$ cat config.mk
export PLATFORM = sky130hd
export DESIGN_NAME = windowed_peak_finder_flat
export DESIGN_NICKNAME = d
export VERILOG_FILES = /design/src/hw/rtl/wpf_pkg.sv /design/src/hw/rtl/wpf_in_if.sv /design/src/hw/rtl/wpf_out_if.sv /design/src/hw/rtl/wpf_ctrl.sv /design/src/hw/rtl/wpf_datapath.sv /design/src/hw/rtl/windowed_peak_finder.sv /design/src/flat_wrapper.sv
export SDC_FILE = /design/constraint.sdc
export NUM_CORES = 2
export LEC_CHECK = 0
export BUFFER_PORTS_ARGS = -buffer_cell sky130_fd_sc_hd__buf_4
export CAP_MARGIN = 20
export CORE_AREA = 2 2 348 350
export DETAILED_ROUTE_END_ITERATION = 12
export DIE_AREA = 0 0 350 352
export PLACE_DENSITY = 0.67
export SLEW_MARGIN = 20
export SYNTH_ARGS = -nofsm -noshare
export SYNTH_HDL_FRONTEND = slang
export SYNTH_SLANG_ARGS = --single-unit
$ cat constraint.sdc
create_clock -name clk -period 7.4 [get_ports clk]
set_input_delay 1.48 -clock clk [delete_from_list [all_inputs] [get_ports clk]]
set_output_delay 1.48 -clock clk [all_outputs]
set_load 0.02 [all_outputs]
$ cat src/hw/rtl/wpf_pkg.sv
// ----------------------------------------------------------------------------
// wpf_pkg
// Shared widths, constants and types of the windowed peak finder.
// ----------------------------------------------------------------------------
package wpf_pkg;

  localparam int SAMPLE_W   = 16;
  localparam int POS_W      = 16;
  localparam int CNT_W      = 6;
  localparam int MAIN_W     = 17;
  localparam int HW_W       = 4;
  localparam int THR_W      = 17;
  localparam int CFG_IDX_W  = 1;
  localparam int CFG_DATA_W = 17;

  localparam int MAX_HALF_WIDTH_DEF = 15;
  localparam int MAX_PEAKS          = 32;
  localparam int MAX_LENGTH         = 65536;

  localparam logic [HW_W-1:0]         HALF_WIDTH_RST = 4'd2;
  localparam logic signed [THR_W-1:0] HEIGHT_THR_RST = 17'sd32;

  typedef enum logic [CFG_IDX_W-1:0] {
    CFG_HALF_WIDTH = 1'b0,
    CFG_HEIGHT_THR = 1'b1
  } cfg_reg_t;

  typedef enum logic [2:0] {
    ST_IDLE,
    ST_FETCH,
    ST_CHECK,
    ST_SCAN,
    ST_DRAIN,
    ST_EMIT_PEAK,
    ST_EMIT_SUM
  } wpf_state_t;

  typedef struct packed {
    logic accept;
    logic fetch;
    logic check;
    logic scan;
    logic decide;
    logic load_peak;
    logic load_sum;
  } wpf_cmd_t;

  typedef struct packed {
    logic accept_test;
    logic in_last;
    logic chan_last;
    logic rise_ok;
    logic scan_last;
    logic peak_ok;
    logic out_free;
  } wpf_status_t;

endpackage

$ cat src/hw/rtl/wpf_in_if.sv
// ----------------------------------------------------------------------------
// wpf_in_if
// Sample stream channel: valid/ready handshake with one sample per beat.
// ----------------------------------------------------------------------------
interface wpf_in_if import wpf_pkg::*; ();

  logic                       valid;
  logic                       ready;
  logic signed [SAMPLE_W-1:0] sample;
  logic                       last_sample;

  modport source (output valid, sample, last_sample, input ready);
  modport sink   (input valid, sample, last_sample, output ready);

endinterface

$ cat src/hw/rtl/wpf_out_if.sv
// ----------------------------------------------------------------------------
// wpf_out_if
// Result channel: valid/ready handshake with one peak or summary per beat.
// ----------------------------------------------------------------------------
interface wpf_out_if import wpf_pkg::*; ();

  logic                     valid;
  logic                     ready;
  logic                     is_summary;
  logic [POS_W-1:0]         peak_index;
  logic [CNT_W-1:0]         peak_count;
  logic signed [MAIN_W-1:0] main_index;
  logic                     last_of_run;

  modport source (output valid, is_summary, peak_index, peak_count, main_index,
                  last_of_run, input ready);
  modport sink   (input valid, is_summary, peak_index, peak_count, main_index,
                  last_of_run, output ready);

endinterface

$ cat src/hw/rtl/wpf_ctrl.sv
// ----------------------------------------------------------------------------
// wpf_ctrl
// Sequencer: accepts a sample, walks the window test and emits the results.
// ----------------------------------------------------------------------------
module wpf_ctrl import wpf_pkg::*; (
  input  logic        clk,
  input  logic        rst_n,
  input  logic        in_valid,
  output logic        in_ready,
  input  wpf_status_t status,
  output wpf_cmd_t    cmd
);

  wpf_state_t state_r;
  wpf_state_t state_nxt;

  always_ff @(posedge clk) begin
    if (!rst_n) begin
      state_r <= ST_IDLE;
    end else begin
      state_r <= state_nxt;
    end
  end

  always_comb begin
    state_nxt = state_r;
    unique case (state_r)
      ST_IDLE: begin
        if (in_valid) begin
          if (status.accept_test) begin
            state_nxt = ST_FETCH;
          end else if (status.in_last) begin
            state_nxt = ST_EMIT_SUM;
          end
        end
      end
      ST_FETCH: begin
        state_nxt = ST_CHECK;
      end
      ST_CHECK: begin
        if (status.rise_ok) begin
          state_nxt = ST_SCAN;
        end else begin
          state_nxt = status.chan_last ? ST_EMIT_SUM : ST_IDLE;
        end
      end
      ST_SCAN: begin
        if (status.scan_last) begin
          state_nxt = ST_DRAIN;
        end
      end
      ST_DRAIN: begin
        if (status.peak_ok) begin
          state_nxt = ST_EMIT_PEAK;
        end else begin
          state_nxt = status.chan_last ? ST_EMIT_SUM : ST_IDLE;
        end
      end
      ST_EMIT_PEAK: begin
        if (status.out_free) begin
          state_nxt = status.chan_last ? ST_EMIT_SUM : ST_IDLE;
        end
      end
      ST_EMIT_SUM: begin
        if (status.out_free) begin
          state_nxt = ST_IDLE;
        end
      end
      default: begin
        state_nxt = ST_IDLE;
      end
    endcase
  end

  always_comb begin
    in_ready      = (state_r == ST_IDLE);
    cmd           = '0;
    cmd.accept    = (state_r == ST_IDLE) && in_valid;
    cmd.fetch     = (state_r == ST_FETCH);
    cmd.check     = (state_r == ST_CHECK);
    cmd.scan      = (state_r == ST_SCAN);
    cmd.decide    = (state_r == ST_DRAIN);
    cmd.load_peak = (state_r == ST_EMIT_PEAK) && status.out_free;
    cmd.load_sum  = (state_r == ST_EMIT_SUM) && status.out_free;
  end

endmodule

$ cat src/hw/rtl/wpf_datapath.sv
// ----------------------------------------------------------------------------
// wpf_datapath
// Sample window memory, channel counters, configuration and result register.
// ----------------------------------------------------------------------------
module wpf_datapath import wpf_pkg::*; #(
  parameter int MAX_HALF_WIDTH = MAX_HALF_WIDTH_DEF
) (
  input  logic                       clk,
  input  logic                       rst_n,
  input  wpf_cmd_t                   cmd,
  output wpf_status_t                status,
  input  logic signed [SAMPLE_W-1:0] in_sample,
  input  logic                       in_last_sample,
  input  logic                       cfg_we,
  input  logic [CFG_IDX_W-1:0]       cfg_index,
  input  logic [CFG_DATA_W-1:0]      cfg_data,
  output logic                       out_valid,
  input  logic                       out_ready,
  output logic                       out_is_summary,
  output logic [POS_W-1:0]           out_peak_index,
  output logic [CNT_W-1:0]           out_peak_count,
  output logic signed [MAIN_W-1:0]   out_main_index,
  output logic                       out_last_of_run
);

  localparam int WIN_DEPTH = 2 * MAX_HALF_WIDTH + 3;
  localparam int AW        = $clog2(WIN_DEPTH);
  localparam int MEM_DEPTH = 1 << AW;
  localparam int NW        = $clog2(MAX_HALF_WIDTH + 1);
  localparam int HWX       = (HW_W > NW) ? HW_W : NW;
  localparam int DW        = SAMPLE_W + 2;

  // Configuration registers.
  logic [HW_W-1:0]         half_width_r;
  logic signed [THR_W-1:0] height_thr_r;

  // Channel state.
  logic [POS_W-1:0]           pos_r;
  logic [CNT_W-1:0]           peaks_r;
  logic signed [SAMPLE_W-1:0] best_val_r;
  logic signed [MAIN_W-1:0]   best_pos_r;

  // Per-sample working registers.
  logic [AW-1:0]              head_r;
  logic [NW-1:0]              n_r;
  logic [POS_W-1:0]           p_r;
  logic                       last_r;
  logic signed [SAMPLE_W-1:0] after_r;
  logic signed [SAMPLE_W-1:0] c_r;
  logic [AW-1:0]              j_r;
  logic                       cmp_valid_r;
  logic                       greater_r;

  logic signed [SAMPLE_W-1:0] win_mem [MEM_DEPTH];
  logic signed [SAMPLE_W-1:0] rd0_r;
  logic signed [SAMPLE_W-1:0] rd1_r;

  // Result register.
  logic                     out_valid_r;
  logic                     out_is_summary_r;
  logic [POS_W-1:0]         out_peak_index_r;
  logic [CNT_W-1:0]         out_peak_count_r;
  logic signed [MAIN_W-1:0] out_main_index_r;
  logic                     out_last_r;

  logic [HWX-1:0]           hw_ext;
  logic [HWX-1:0]           n_clamped;
  logic [NW-1:0]            n_live;
  logic [AW-1:0]            span_live;
  logic [AW-1:0]            head_nxt;
  logic [AW-1:0]            off1;
  logic [AW-1:0]            off2;
  logic [AW-1:0]            scan_end;
  logic [AW-1:0]            addr0;
  logic [AW-1:0]            addr1;
  logic signed [DW-1:0]     diff_before;
  logic signed [DW-1:0]     diff_after;
  logic signed [DW-1:0]     thr_ext;
  logic                     greater_hit;
  logic                     peak_ok;
  logic [POS_W-1:0]         centre_idx;

  // The half-width in force is clamped to what the window can hold.
  always_comb begin
    hw_ext    = HWX'(half_width_r);
    n_clamped = (hw_ext > HWX'(MAX_HALF_WIDTH)) ? HWX'(MAX_HALF_WIDTH) : hw_ext;
    n_live    = NW'(n_clamped);
    span_live = AW'({n_live, 1'b0}) + AW'(2);
  end

  assign head_nxt    = head_r + AW'(1);
  assign off1        = AW'(n_r) + AW'(1);
  assign off2        = AW'({n_r, 1'b0}) + AW'(2);
  assign scan_end    = AW'({n_r, 1'b0}) + AW'(1);
  assign addr0       = cmd.fetch ? (head_r - off1) : (head_r - j_r);
  assign addr1       = head_r - off2;
  assign diff_before = DW'(rd0_r) - DW'(rd1_r);
  assign diff_after  = DW'(rd0_r) - DW'(after_r);
  assign thr_ext     = DW'(height_thr_r);
  assign greater_hit = cmp_valid_r && (rd0_r > c_r);
  assign peak_ok     = !(greater_r || greater_hit);
  assign centre_idx  = p_r - (POS_W'(n_r) + POS_W'(1));

  always_comb begin
    status             = '0;
    status.accept_test = (POS_W'(span_live) <= pos_r) && (peaks_r < CNT_W'(MAX_PEAKS));
    status.in_last     = in_last_sample;
    status.chan_last   = last_r;
    status.rise_ok     = (diff_before > thr_ext) && (diff_after > thr_ext);
    status.scan_last   = (j_r == scan_end);
    status.peak_ok     = peak_ok;
    status.out_free    = !out_valid_r || out_ready;
  end

  always_ff @(posedge clk) begin
    if (!rst_n) begin
      half_width_r <= HALF_WIDTH_RST;
      height_thr_r <= HEIGHT_THR_RST;
    end else if (cfg_we) begin
      unique case (cfg_reg_t'(cfg_index))
        CFG_HALF_WIDTH: half_width_r <= cfg_data[HW_W-1:0];
        CFG_HEIGHT_THR: height_thr_r <= cfg_data[THR_W-1:0];
        default: ;
      endcase
    end
  end

  // The newest sample sits at head_r; older ones lie behind it. Entries are
  // only read once this channel has written them, so no clearing is needed.
  always_ff @(posedge clk) begin
    if (cmd.accept) begin
      win_mem[head_nxt] <= in_sample;
    end
    rd0_r <= win_mem[addr0];
    rd1_r <= win_mem[addr1];
  end

  always_ff @(posedge clk) begin
    if (!rst_n) begin
      head_r <= '0;
    end else if (cmd.accept) begin
      head_r <= head_nxt;
    end
  end

  always_ff @(posedge clk) begin
    if (cmd.accept) begin
      n_r     <= n_live;
      p_r     <= pos_r;
      after_r <= in_sample;
    end
    if (cmd.check) begin
      c_r <= rd0_r;
    end
  end

  always_ff @(posedge clk) begin
    if (!rst_n) begin
      last_r      <= 1'b0;
      j_r         <= '0;
      cmp_valid_r <= 1'b0;
      greater_r   <= 1'b0;
    end else begin
      if (cmd.accept) begin
        last_r <= in_last_sample;
      end
      if (cmd.check) begin
        j_r         <= AW'(1);
        cmp_valid_r <= 1'b0;
        greater_r   <= 1'b0;
      end else if (cmd.scan) begin
        j_r         <= j_r + AW'(1);
        cmp_valid_r <= 1'b1;
        greater_r   <= greater_r | greater_hit;
      end
    end
  end

  always_ff @(posedge clk) begin
    if (!rst_n) begin
      pos_r      <= '0;
      peaks_r    <= '0;
      best_val_r <= '0;
      best_pos_r <= '1;
    end else begin
      if (cmd.accept) begin
        if (in_last_sample) begin
          pos_r <= '0;
        end else if (pos_r != POS_W'(MAX_LENGTH - 1)) begin
          pos_r <= pos_r + POS_W'(1);
        end
      end
      if (cmd.decide && peak_ok) begin
        peaks_r <= peaks_r + CNT_W'(1);
        if (c_r > best_val_r) begin
          best_val_r <= c_r;
          best_pos_r <= MAIN_W'(centre_idx);
        end
      end
      if (cmd.load_sum) begin
        peaks_r    <= '0;
        best_val_r <= '0;
        best_pos_r <= '1;
      end
    end
  end

  always_ff @(posedge clk) begin
    if (!rst_n) begin
      out_valid_r <= 1'b0;
    end else if (cmd.load_peak || cmd.load_sum) begin
      out_valid_r <= 1'b1;
    end else if (out_ready) begin
      out_valid_r <= 1'b0;
    end
  end

  always_ff @(posedge clk) begin
    if (cmd.load_peak) begin
      out_is_summary_r <= 1'b0;
      out_peak_index_r <= centre_idx;
      out_peak_count_r <= '0;
      out_main_index_r <= '0;
      out_last_r       <= !last_r;
    end else if (cmd.load_sum) begin
      out_is_summary_r <= 1'b1;
      out_peak_index_r <= '0;
      out_peak_count_r <= peaks_r;
      out_main_index_r <= best_pos_r;
      out_last_r       <= 1'b1;
    end
  end

  assign out_valid       = out_valid_r;
  assign out_is_summary  = out_is_summary_r;
  assign out_peak_index  = out_peak_index_r;
  assign out_peak_count  = out_peak_count_r;
  assign out_main_index  = out_main_index_r;
  assign out_last_of_run = out_last_r;

  a_peak_limit: assert property (@(posedge clk) disable iff (!rst_n)
    peaks_r <= CNT_W'(MAX_PEAKS))
    else $error("peak count passed its limit");

  a_peak_counted: assert property (@(posedge clk) disable iff (!rst_n)
    (cmd.decide && peak_ok) |=> (peaks_r == $past(peaks_r) + CNT_W'(1)))
    else $error("accepted peak was not counted");

  a_summary_clears: assert property (@(posedge clk) disable iff (!rst_n)
    cmd.load_sum |=> (peaks_r == '0) && (best_pos_r == '1))
    else $error("channel state not cleared after summary");

  a_scan_range: assert property (@(posedge clk) disable iff (!rst_n)
    cmd.scan |-> (j_r != '0) && (j_r <= scan_end))
    else $error("scan offset left the window");

  a_one_command: assert property (@(posedge clk) disable iff (!rst_n)
    $onehot0(cmd))
    else $error("more than one command at once");

endmodule

$ cat src/hw/rtl/windowed_peak_finder.sv
// ----------------------------------------------------------------------------
// windowed_peak_finder
// Sliding-window peak detector with per-channel peak list and summary.
// ----------------------------------------------------------------------------
//  channel   direction  payload                                       beat
//  in_ch     sink       sample, last_sample                           one sample
//  out_ch    source     is_summary, peak_index, peak_count,           one result
//                       main_index, last_of_run
//  cfg_*     write      cfg_index, cfg_data (cfg_we)                  one register
//
// A sample that is not tested is taken in ST_IDLE alone; one whose rise
// test fails passes through ST_FETCH and ST_CHECK as well. A full test adds
// ST_SCAN, which walks the 2n+1 inner window samples through one read port
// of the window memory, ST_DRAIN and an emit state per result beat. Results
// wait in an output register, so a stalled out_ch holds the block only when
// a new result must be loaded. Reset is synchronous, needing no clearing pass.
module windowed_peak_finder import wpf_pkg::*; #(
  parameter int MAX_HALF_WIDTH = MAX_HALF_WIDTH_DEF
) (
  input  logic                  clk,
  input  logic                  rst_n,
  wpf_in_if.sink                in_ch,
  wpf_out_if.source             out_ch,
  input  logic                  cfg_we,
  input  logic [CFG_IDX_W-1:0]  cfg_index,
  input  logic [CFG_DATA_W-1:0] cfg_data
);

  wpf_cmd_t    cmd;
  wpf_status_t status;

  wpf_ctrl u_ctrl (
    .clk      (clk),
    .rst_n    (rst_n),
    .in_valid (in_ch.valid),
    .in_ready (in_ch.ready),
    .status   (status),
    .cmd      (cmd)
  );

  wpf_datapath #(
    .MAX_HALF_WIDTH (MAX_HALF_WIDTH)
  ) u_datapath (
    .clk             (clk),
    .rst_n           (rst_n),
    .cmd             (cmd),
    .status          (status),
    .in_sample       (in_ch.sample),
    .in_last_sample  (in_ch.last_sample),
    .cfg_we          (cfg_we),
    .cfg_index       (cfg_index),
    .cfg_data        (cfg_data),
    .out_valid       (out_ch.valid),
    .out_ready       (out_ch.ready),
    .out_is_summary  (out_ch.is_summary),
    .out_peak_index  (out_ch.peak_index),
    .out_peak_count  (out_ch.peak_count),
    .out_main_index  (out_ch.main_index),
    .out_last_of_run (out_ch.last_of_run)
  );

endmodule
$ cat src/flat_wrapper.sv
// flat-port wrapper written by rule: the top's interface ports become plain ports
module windowed_peak_finder_flat import wpf_pkg::*;
#(
  parameter int MAX_HALF_WIDTH = MAX_HALF_WIDTH_DEF
)
  (clk, rst_n, cfg_we, cfg_index, cfg_data, in_ch_valid, in_ch_sample, in_ch_last_sample, in_ch_ready, out_ch_valid, out_ch_is_summary, out_ch_peak_index, out_ch_peak_count, out_ch_main_index, out_ch_last_of_run, out_ch_ready);
  wpf_in_if in_ch_i ();
  wpf_out_if out_ch_i ();
  input  logic clk;
  input  logic rst_n;
  input  logic cfg_we;
  input  logic [CFG_IDX_W-1:0] cfg_index;
  input  logic [CFG_DATA_W-1:0] cfg_data;
  input wire logic [$bits(in_ch_i.valid)-1:0] in_ch_valid;
  input wire logic [$bits(in_ch_i.sample)-1:0] in_ch_sample;
  input wire logic [$bits(in_ch_i.last_sample)-1:0] in_ch_last_sample;
  output wire logic [$bits(in_ch_i.ready)-1:0] in_ch_ready;
  output wire logic [$bits(out_ch_i.valid)-1:0] out_ch_valid;
  output wire logic [$bits(out_ch_i.is_summary)-1:0] out_ch_is_summary;
  output wire logic [$bits(out_ch_i.peak_index)-1:0] out_ch_peak_index;
  output wire logic [$bits(out_ch_i.peak_count)-1:0] out_ch_peak_count;
  output wire logic [$bits(out_ch_i.main_index)-1:0] out_ch_main_index;
  output wire logic [$bits(out_ch_i.last_of_run)-1:0] out_ch_last_of_run;
  input wire logic [$bits(out_ch_i.ready)-1:0] out_ch_ready;
  assign in_ch_i.valid = in_ch_valid;
  assign in_ch_i.sample = in_ch_sample;
  assign in_ch_i.last_sample = in_ch_last_sample;
  assign in_ch_ready = in_ch_i.ready;
  assign out_ch_valid = out_ch_i.valid;
  assign out_ch_is_summary = out_ch_i.is_summary;
  assign out_ch_peak_index = out_ch_i.peak_index;
  assign out_ch_peak_count = out_ch_i.peak_count;
  assign out_ch_main_index = out_ch_i.main_index;
  assign out_ch_last_of_run = out_ch_i.last_of_run;
  assign out_ch_i.ready = out_ch_ready;
  windowed_peak_finder #(.MAX_HALF_WIDTH(MAX_HALF_WIDTH)) u_core (.clk(clk), .rst_n(rst_n), .in_ch(in_ch_i), .out_ch(out_ch_i), .cfg_we(cfg_we), .cfg_index(cfg_index), .cfg_data(cfg_data));
endmodule
==> impl_metrics.ini <==
[status]
outcome = finished clean

[clock_network]
cts-root-to-sink-buffers = 3
clk_pin_slew_ns = 0.06
tritoncts = done
h-tree-depth = 4
quantity_of_hold_fixing_buffers_added_after_cts = 0
post_cts.repair.setup_buffers = 0
clk_latency_ns = 0.76
clock_sinks = 1244
tritoncts.num_buffers = 134
clock_tree.root_cell = sky130_fd_sc_hd__clkbuf_16
postCtsResizedCells = 0

[placed_design]
globalplace.congestion = 0.8343
placement.io_buffers = 82
detailed_placement_hpwl_um = 95690
numPlacedInstances = 5010
placedInstanceArea_mm2 = 0.06241

[hold_path]
min-delay-start = u_core.u_datapath.out_peak_count[3]$_SDFFE_PP0P_
hold_depth = 2
timing.hold.worst.class = reg2reg
endpoint_worst_hold = u_core.u_datapath.out_peak_count[3]$_SDFFE_PP0P_

[logic_synthesis]
cell_with_the_most_instances_after_synthesis = sky130_fd_sc_hd__edfxtp_1
synthesis.area_per_instance_um2 = 17.39
most_common_library_cells_after_synthesis = sky130_fd_sc_hd__edfxtp_1, sky130_fd_sc_hd__mux4_2, sky130_fd_sc_hd__mux2i_1
synth-main-ff-cell = sky130_fd_sc_hd__edfxtp_1
synth.top_cells.by_area = sky130_fd_sc_hd__edfxtp_1, sky130_fd_sc_hd__mux4_2, sky130_fd_sc_hd__dfxtp_1
synth-warning-count = 0
synth_edf_count = 1093
yosys_register_bits = 1244
synth_cell_types = 63
post_synth_arst_share_pct = 0
synth_largest_area_cell = sky130_fd_sc_hd__edfxtp_1
net_count_of_the_mapped_netlist = 3593
synthesis.instances = 3419
synth_largest_type_area_fraction_pct = 55.19
synth_sequential_area_ratio_pct = 60.28
post_synth_instance_area_mm2 = 0.05947

[setup_path]
r2r-start = u_core.u_datapath.head_r[0]$_SDFFE_PN0P_
worstReg2RegEnd = u_core.u_datapath.rd0_r[8]$_DFF_P_
crit_chain = ha_1 > inv_1 > fa_1 > o21ai_4 > buf_12 > mux4_2 > mux2i_1 > mux2i_1 > mux2i_1 > mux2i_1
worst-path-buf-inv = 2
worst_case_register_to_register_setup_slack_ns = 2.19
reg2regPathDepth = 10
crit_path_start_kind = flip-flop
arrival_ns = 5.80
cp_slowest_cell = sky130_fd_sc_hd__dfxtp_4
timing_worst_setup_path_type = reg2reg
cpPeakStageDelay_ns = 0.99
critical-path-top-cell-by-count = sky130_fd_sc_hd__mux2i_1
critical_path_fanout_max = 68
required_ns = 7.98
critical_path.top_delay_family = multiplexers
setup.worst_path.end_class = flip-flop

[flow_run]
max_cap_violations = 0

[global_route]
remaining_global_route_overflow = 0
wire_length_of_the_first_global_routing_pass_um = 232200
grt_usage_pct = 26.38
pin_count_of_the_biggest_net_entering_global_routing = 126
number_of_global_route_vias_before_repair = 33410
number_of_antenna_violations_at_the_first_check_in_global_routing = 7

[final_layout]
layout_cells_sized_above_1_pct = 28.92
layout.filler_cells = 9017
fin_area_mm2 = 0.06687
area_growth_syn_to_layout_pct = 12.44
final-seq-area_mm2 = 0.03585
finish.utilization_pct = 56.03
multi_input_comb_area_mm2 = 0.02258
final_cell_count_no_fill = 5260
final_nets = 3709

[floorplanning]
ioPinCount = 83
floorplan.die.height_um = 352
dieArea_mm2 = 0.1232
row_count = 127
die_w_um = 350
fp.coreArea_mm2 = 0.1193
floorplan.initialDensity_pct = 49.83

[power_and_ir_drop]
ir_worst_vdd_mv = 0.6644
total_leakage_power_nw = 22.86
power-per-cell-area_mw_per_mm2 = 476.1

[timing]
skew_ns = 0.03376
final-hold-violation-count = 0
final-max-slew-violation-count = 0
post-route-min-period_ns = 5.213
max_clock_freq_mhz = 191.8
tightest_slew_ns = 1.117
total_negative_setup_slack_ns = 0
rsz0062_at_grt = false
final.period_utilization_pct = 70.45
slew-limit-headroom_pct = 25.53
setup_viol = 0

[routing]
drt-vias-per-instance = 6.477
detailroute.via_count = 34070
drt_iter0_markers = 4398
remaining_drc_errors = 0
finalWirelength_um = 161800
ant_nets = 0
firstDrtPassIters = 6
routed_wire_length_per_instance_um = 30.75
-- state kept, by name, summed over array words and instances, names as in the netlist, 16 cells and up --
signal	flops
u_core.u_datapath.rd0_r	16
u_core.u_datapath.pos_r	16
u_core.u_datapath.best_pos_r	17
u_core.u_datapath.rd1_r	16
u_core.u_datapath.c_r	16
u_core.u_datapath.p_r	16
u_core.u_datapath.after_r	16
u_core.u_datapath.win_mem	1024
u_core.u_datapath.best_val_r	16
u_core.u_datapath.height_thr_r	17
u_core.u_datapath.out_peak_index	16
u_core.u_datapath.out_main_index	17
-- cells by family (layout without fill, tap and decap cells) --
kind of cell | Yosys count | count (layout) | synth area share [%]
XOR/XNOR | 74 | 74 | 1.090
multiplexers | 854 | 854 | 26.53
AND/OR/NAND/NOR | 522 | 522 | 4.086
AO/OA/AOI/OAI | 264 | 264 | 2.828
adder cells (fa/ha/maj) | 134 | 134 | 2.895
other | 0 | 4 | 0
flip-flops | 1244 | 1244 | 60.28
buffers and inverters | 327 | 552 | 2.296
-- worst min-delay path: cells and delay by family (launching register included) --
family	cells	cell delay, ns
AND/OR/NAND/NOR	1	0.05
AO/OA/AOI/OAI	1	0.05
flip-flops	1	0.31
-- placed cells by master (no fill, tap or decap), types with 55 or more instances in the layout --
master                         n
sky130_fd_sc_hd__nand2_1     156
sky130_fd_sc_hd__mux2i_1     262
sky130_fd_sc_hd__buf_4       166
sky130_fd_sc_hd__inv_1       127
sky130_fd_sc_hd__a21oi_1      67
sky130_fd_sc_hd__clkbuf_16   142
sky130_fd_sc_hd__dfxtp_1     150
sky130_fd_sc_hd__mux4_2      576
sky130_fd_sc_hd__nor2_1      105
sky130_fd_sc_hd__ha_1        127
sky130_fd_sc_hd__nor2_2       55
sky130_fd_sc_hd__edfxtp_1   1093
-- through the flow --
step           hold WS (ns)  total power, mW  setup slack, ns
2_1_floorplan        0.4082            19.82            3.534
3_3_place_gp         0.4406            25.02            2.235
3_5_place_dp         0.4454            25.13            2.165
4_1_cts              0.4539            31.88            2.146
5_1_grt              0.4693            33.19            1.984
6_report             0.4528            31.84            2.187
-- routing by layer --
| layer | part of all wire (%) | up-vias | track usage [%] |
|---|---|---|---|
| li1 | - | 14190 | - |
| met1 | 40 | 17830 | 37.49 |
| met2 | 47 | 1806 | 40.80 |
| met3 | 10 | 244 | 5.439 |
| met4 | 3.2 | 4 | 9.086 |
| met5 | 0.087 | - | 0 |
-- where the power goes --
part           internal, mW  switching, mW
Clock                  4.00           2.76
Combinational          7.29           9.12
Sequential             8.14          0.535
-- worst max path at each step --
stage | start | end | slack (ns) | cells after the start
2_1_floorplan | u_core.u_datapath.after_r[1]$_DFFE_PP_ | u_core.u_ctrl.state_r[2]$_SDFFE_PN0P_ | 3.53 | 19
3_3_place_gp | u_core.u_datapath.head_r[0]$_SDFFE_PN0P_ | u_core.u_datapath.rd0_r[8]$_DFF_P_ | 2.23 | 10
3_5_place_dp | u_core.u_datapath.head_r[0]$_SDFFE_PN0P_ | u_core.u_datapath.rd0_r[8]$_DFF_P_ | 2.17 | 10
4_1_cts | u_core.u_datapath.head_r[0]$_SDFFE_PN0P_ | u_core.u_datapath.rd0_r[8]$_DFF_P_ | 2.15 | 10
5_1_grt | u_core.u_datapath.head_r[0]$_SDFFE_PN0P_ | u_core.u_datapath.rd0_r[8]$_DFF_P_ | 1.98 | 10
6_report | u_core.u_datapath.head_r[0]$_SDFFE_PN0P_ | u_core.u_datapath.rd0_r[8]$_DFF_P_ | 2.19 | 10
-- area by class of cell --
cell class / count / share of cell area (%)
Multi-Input combinational cell: 1848 / 33.76
Clock inverter: 64 / 0.9599
Inverter: 128 / 0.7185
Timing Repair Buffer: 179 / 2.230
Clock buffer: 181 / 5.683
Sequential cell: 1244 / 53.61
Antenna cell: 4 / 0.01497
Tap cell: 1612 / 3.016
(Power assumes the default switching activity.)
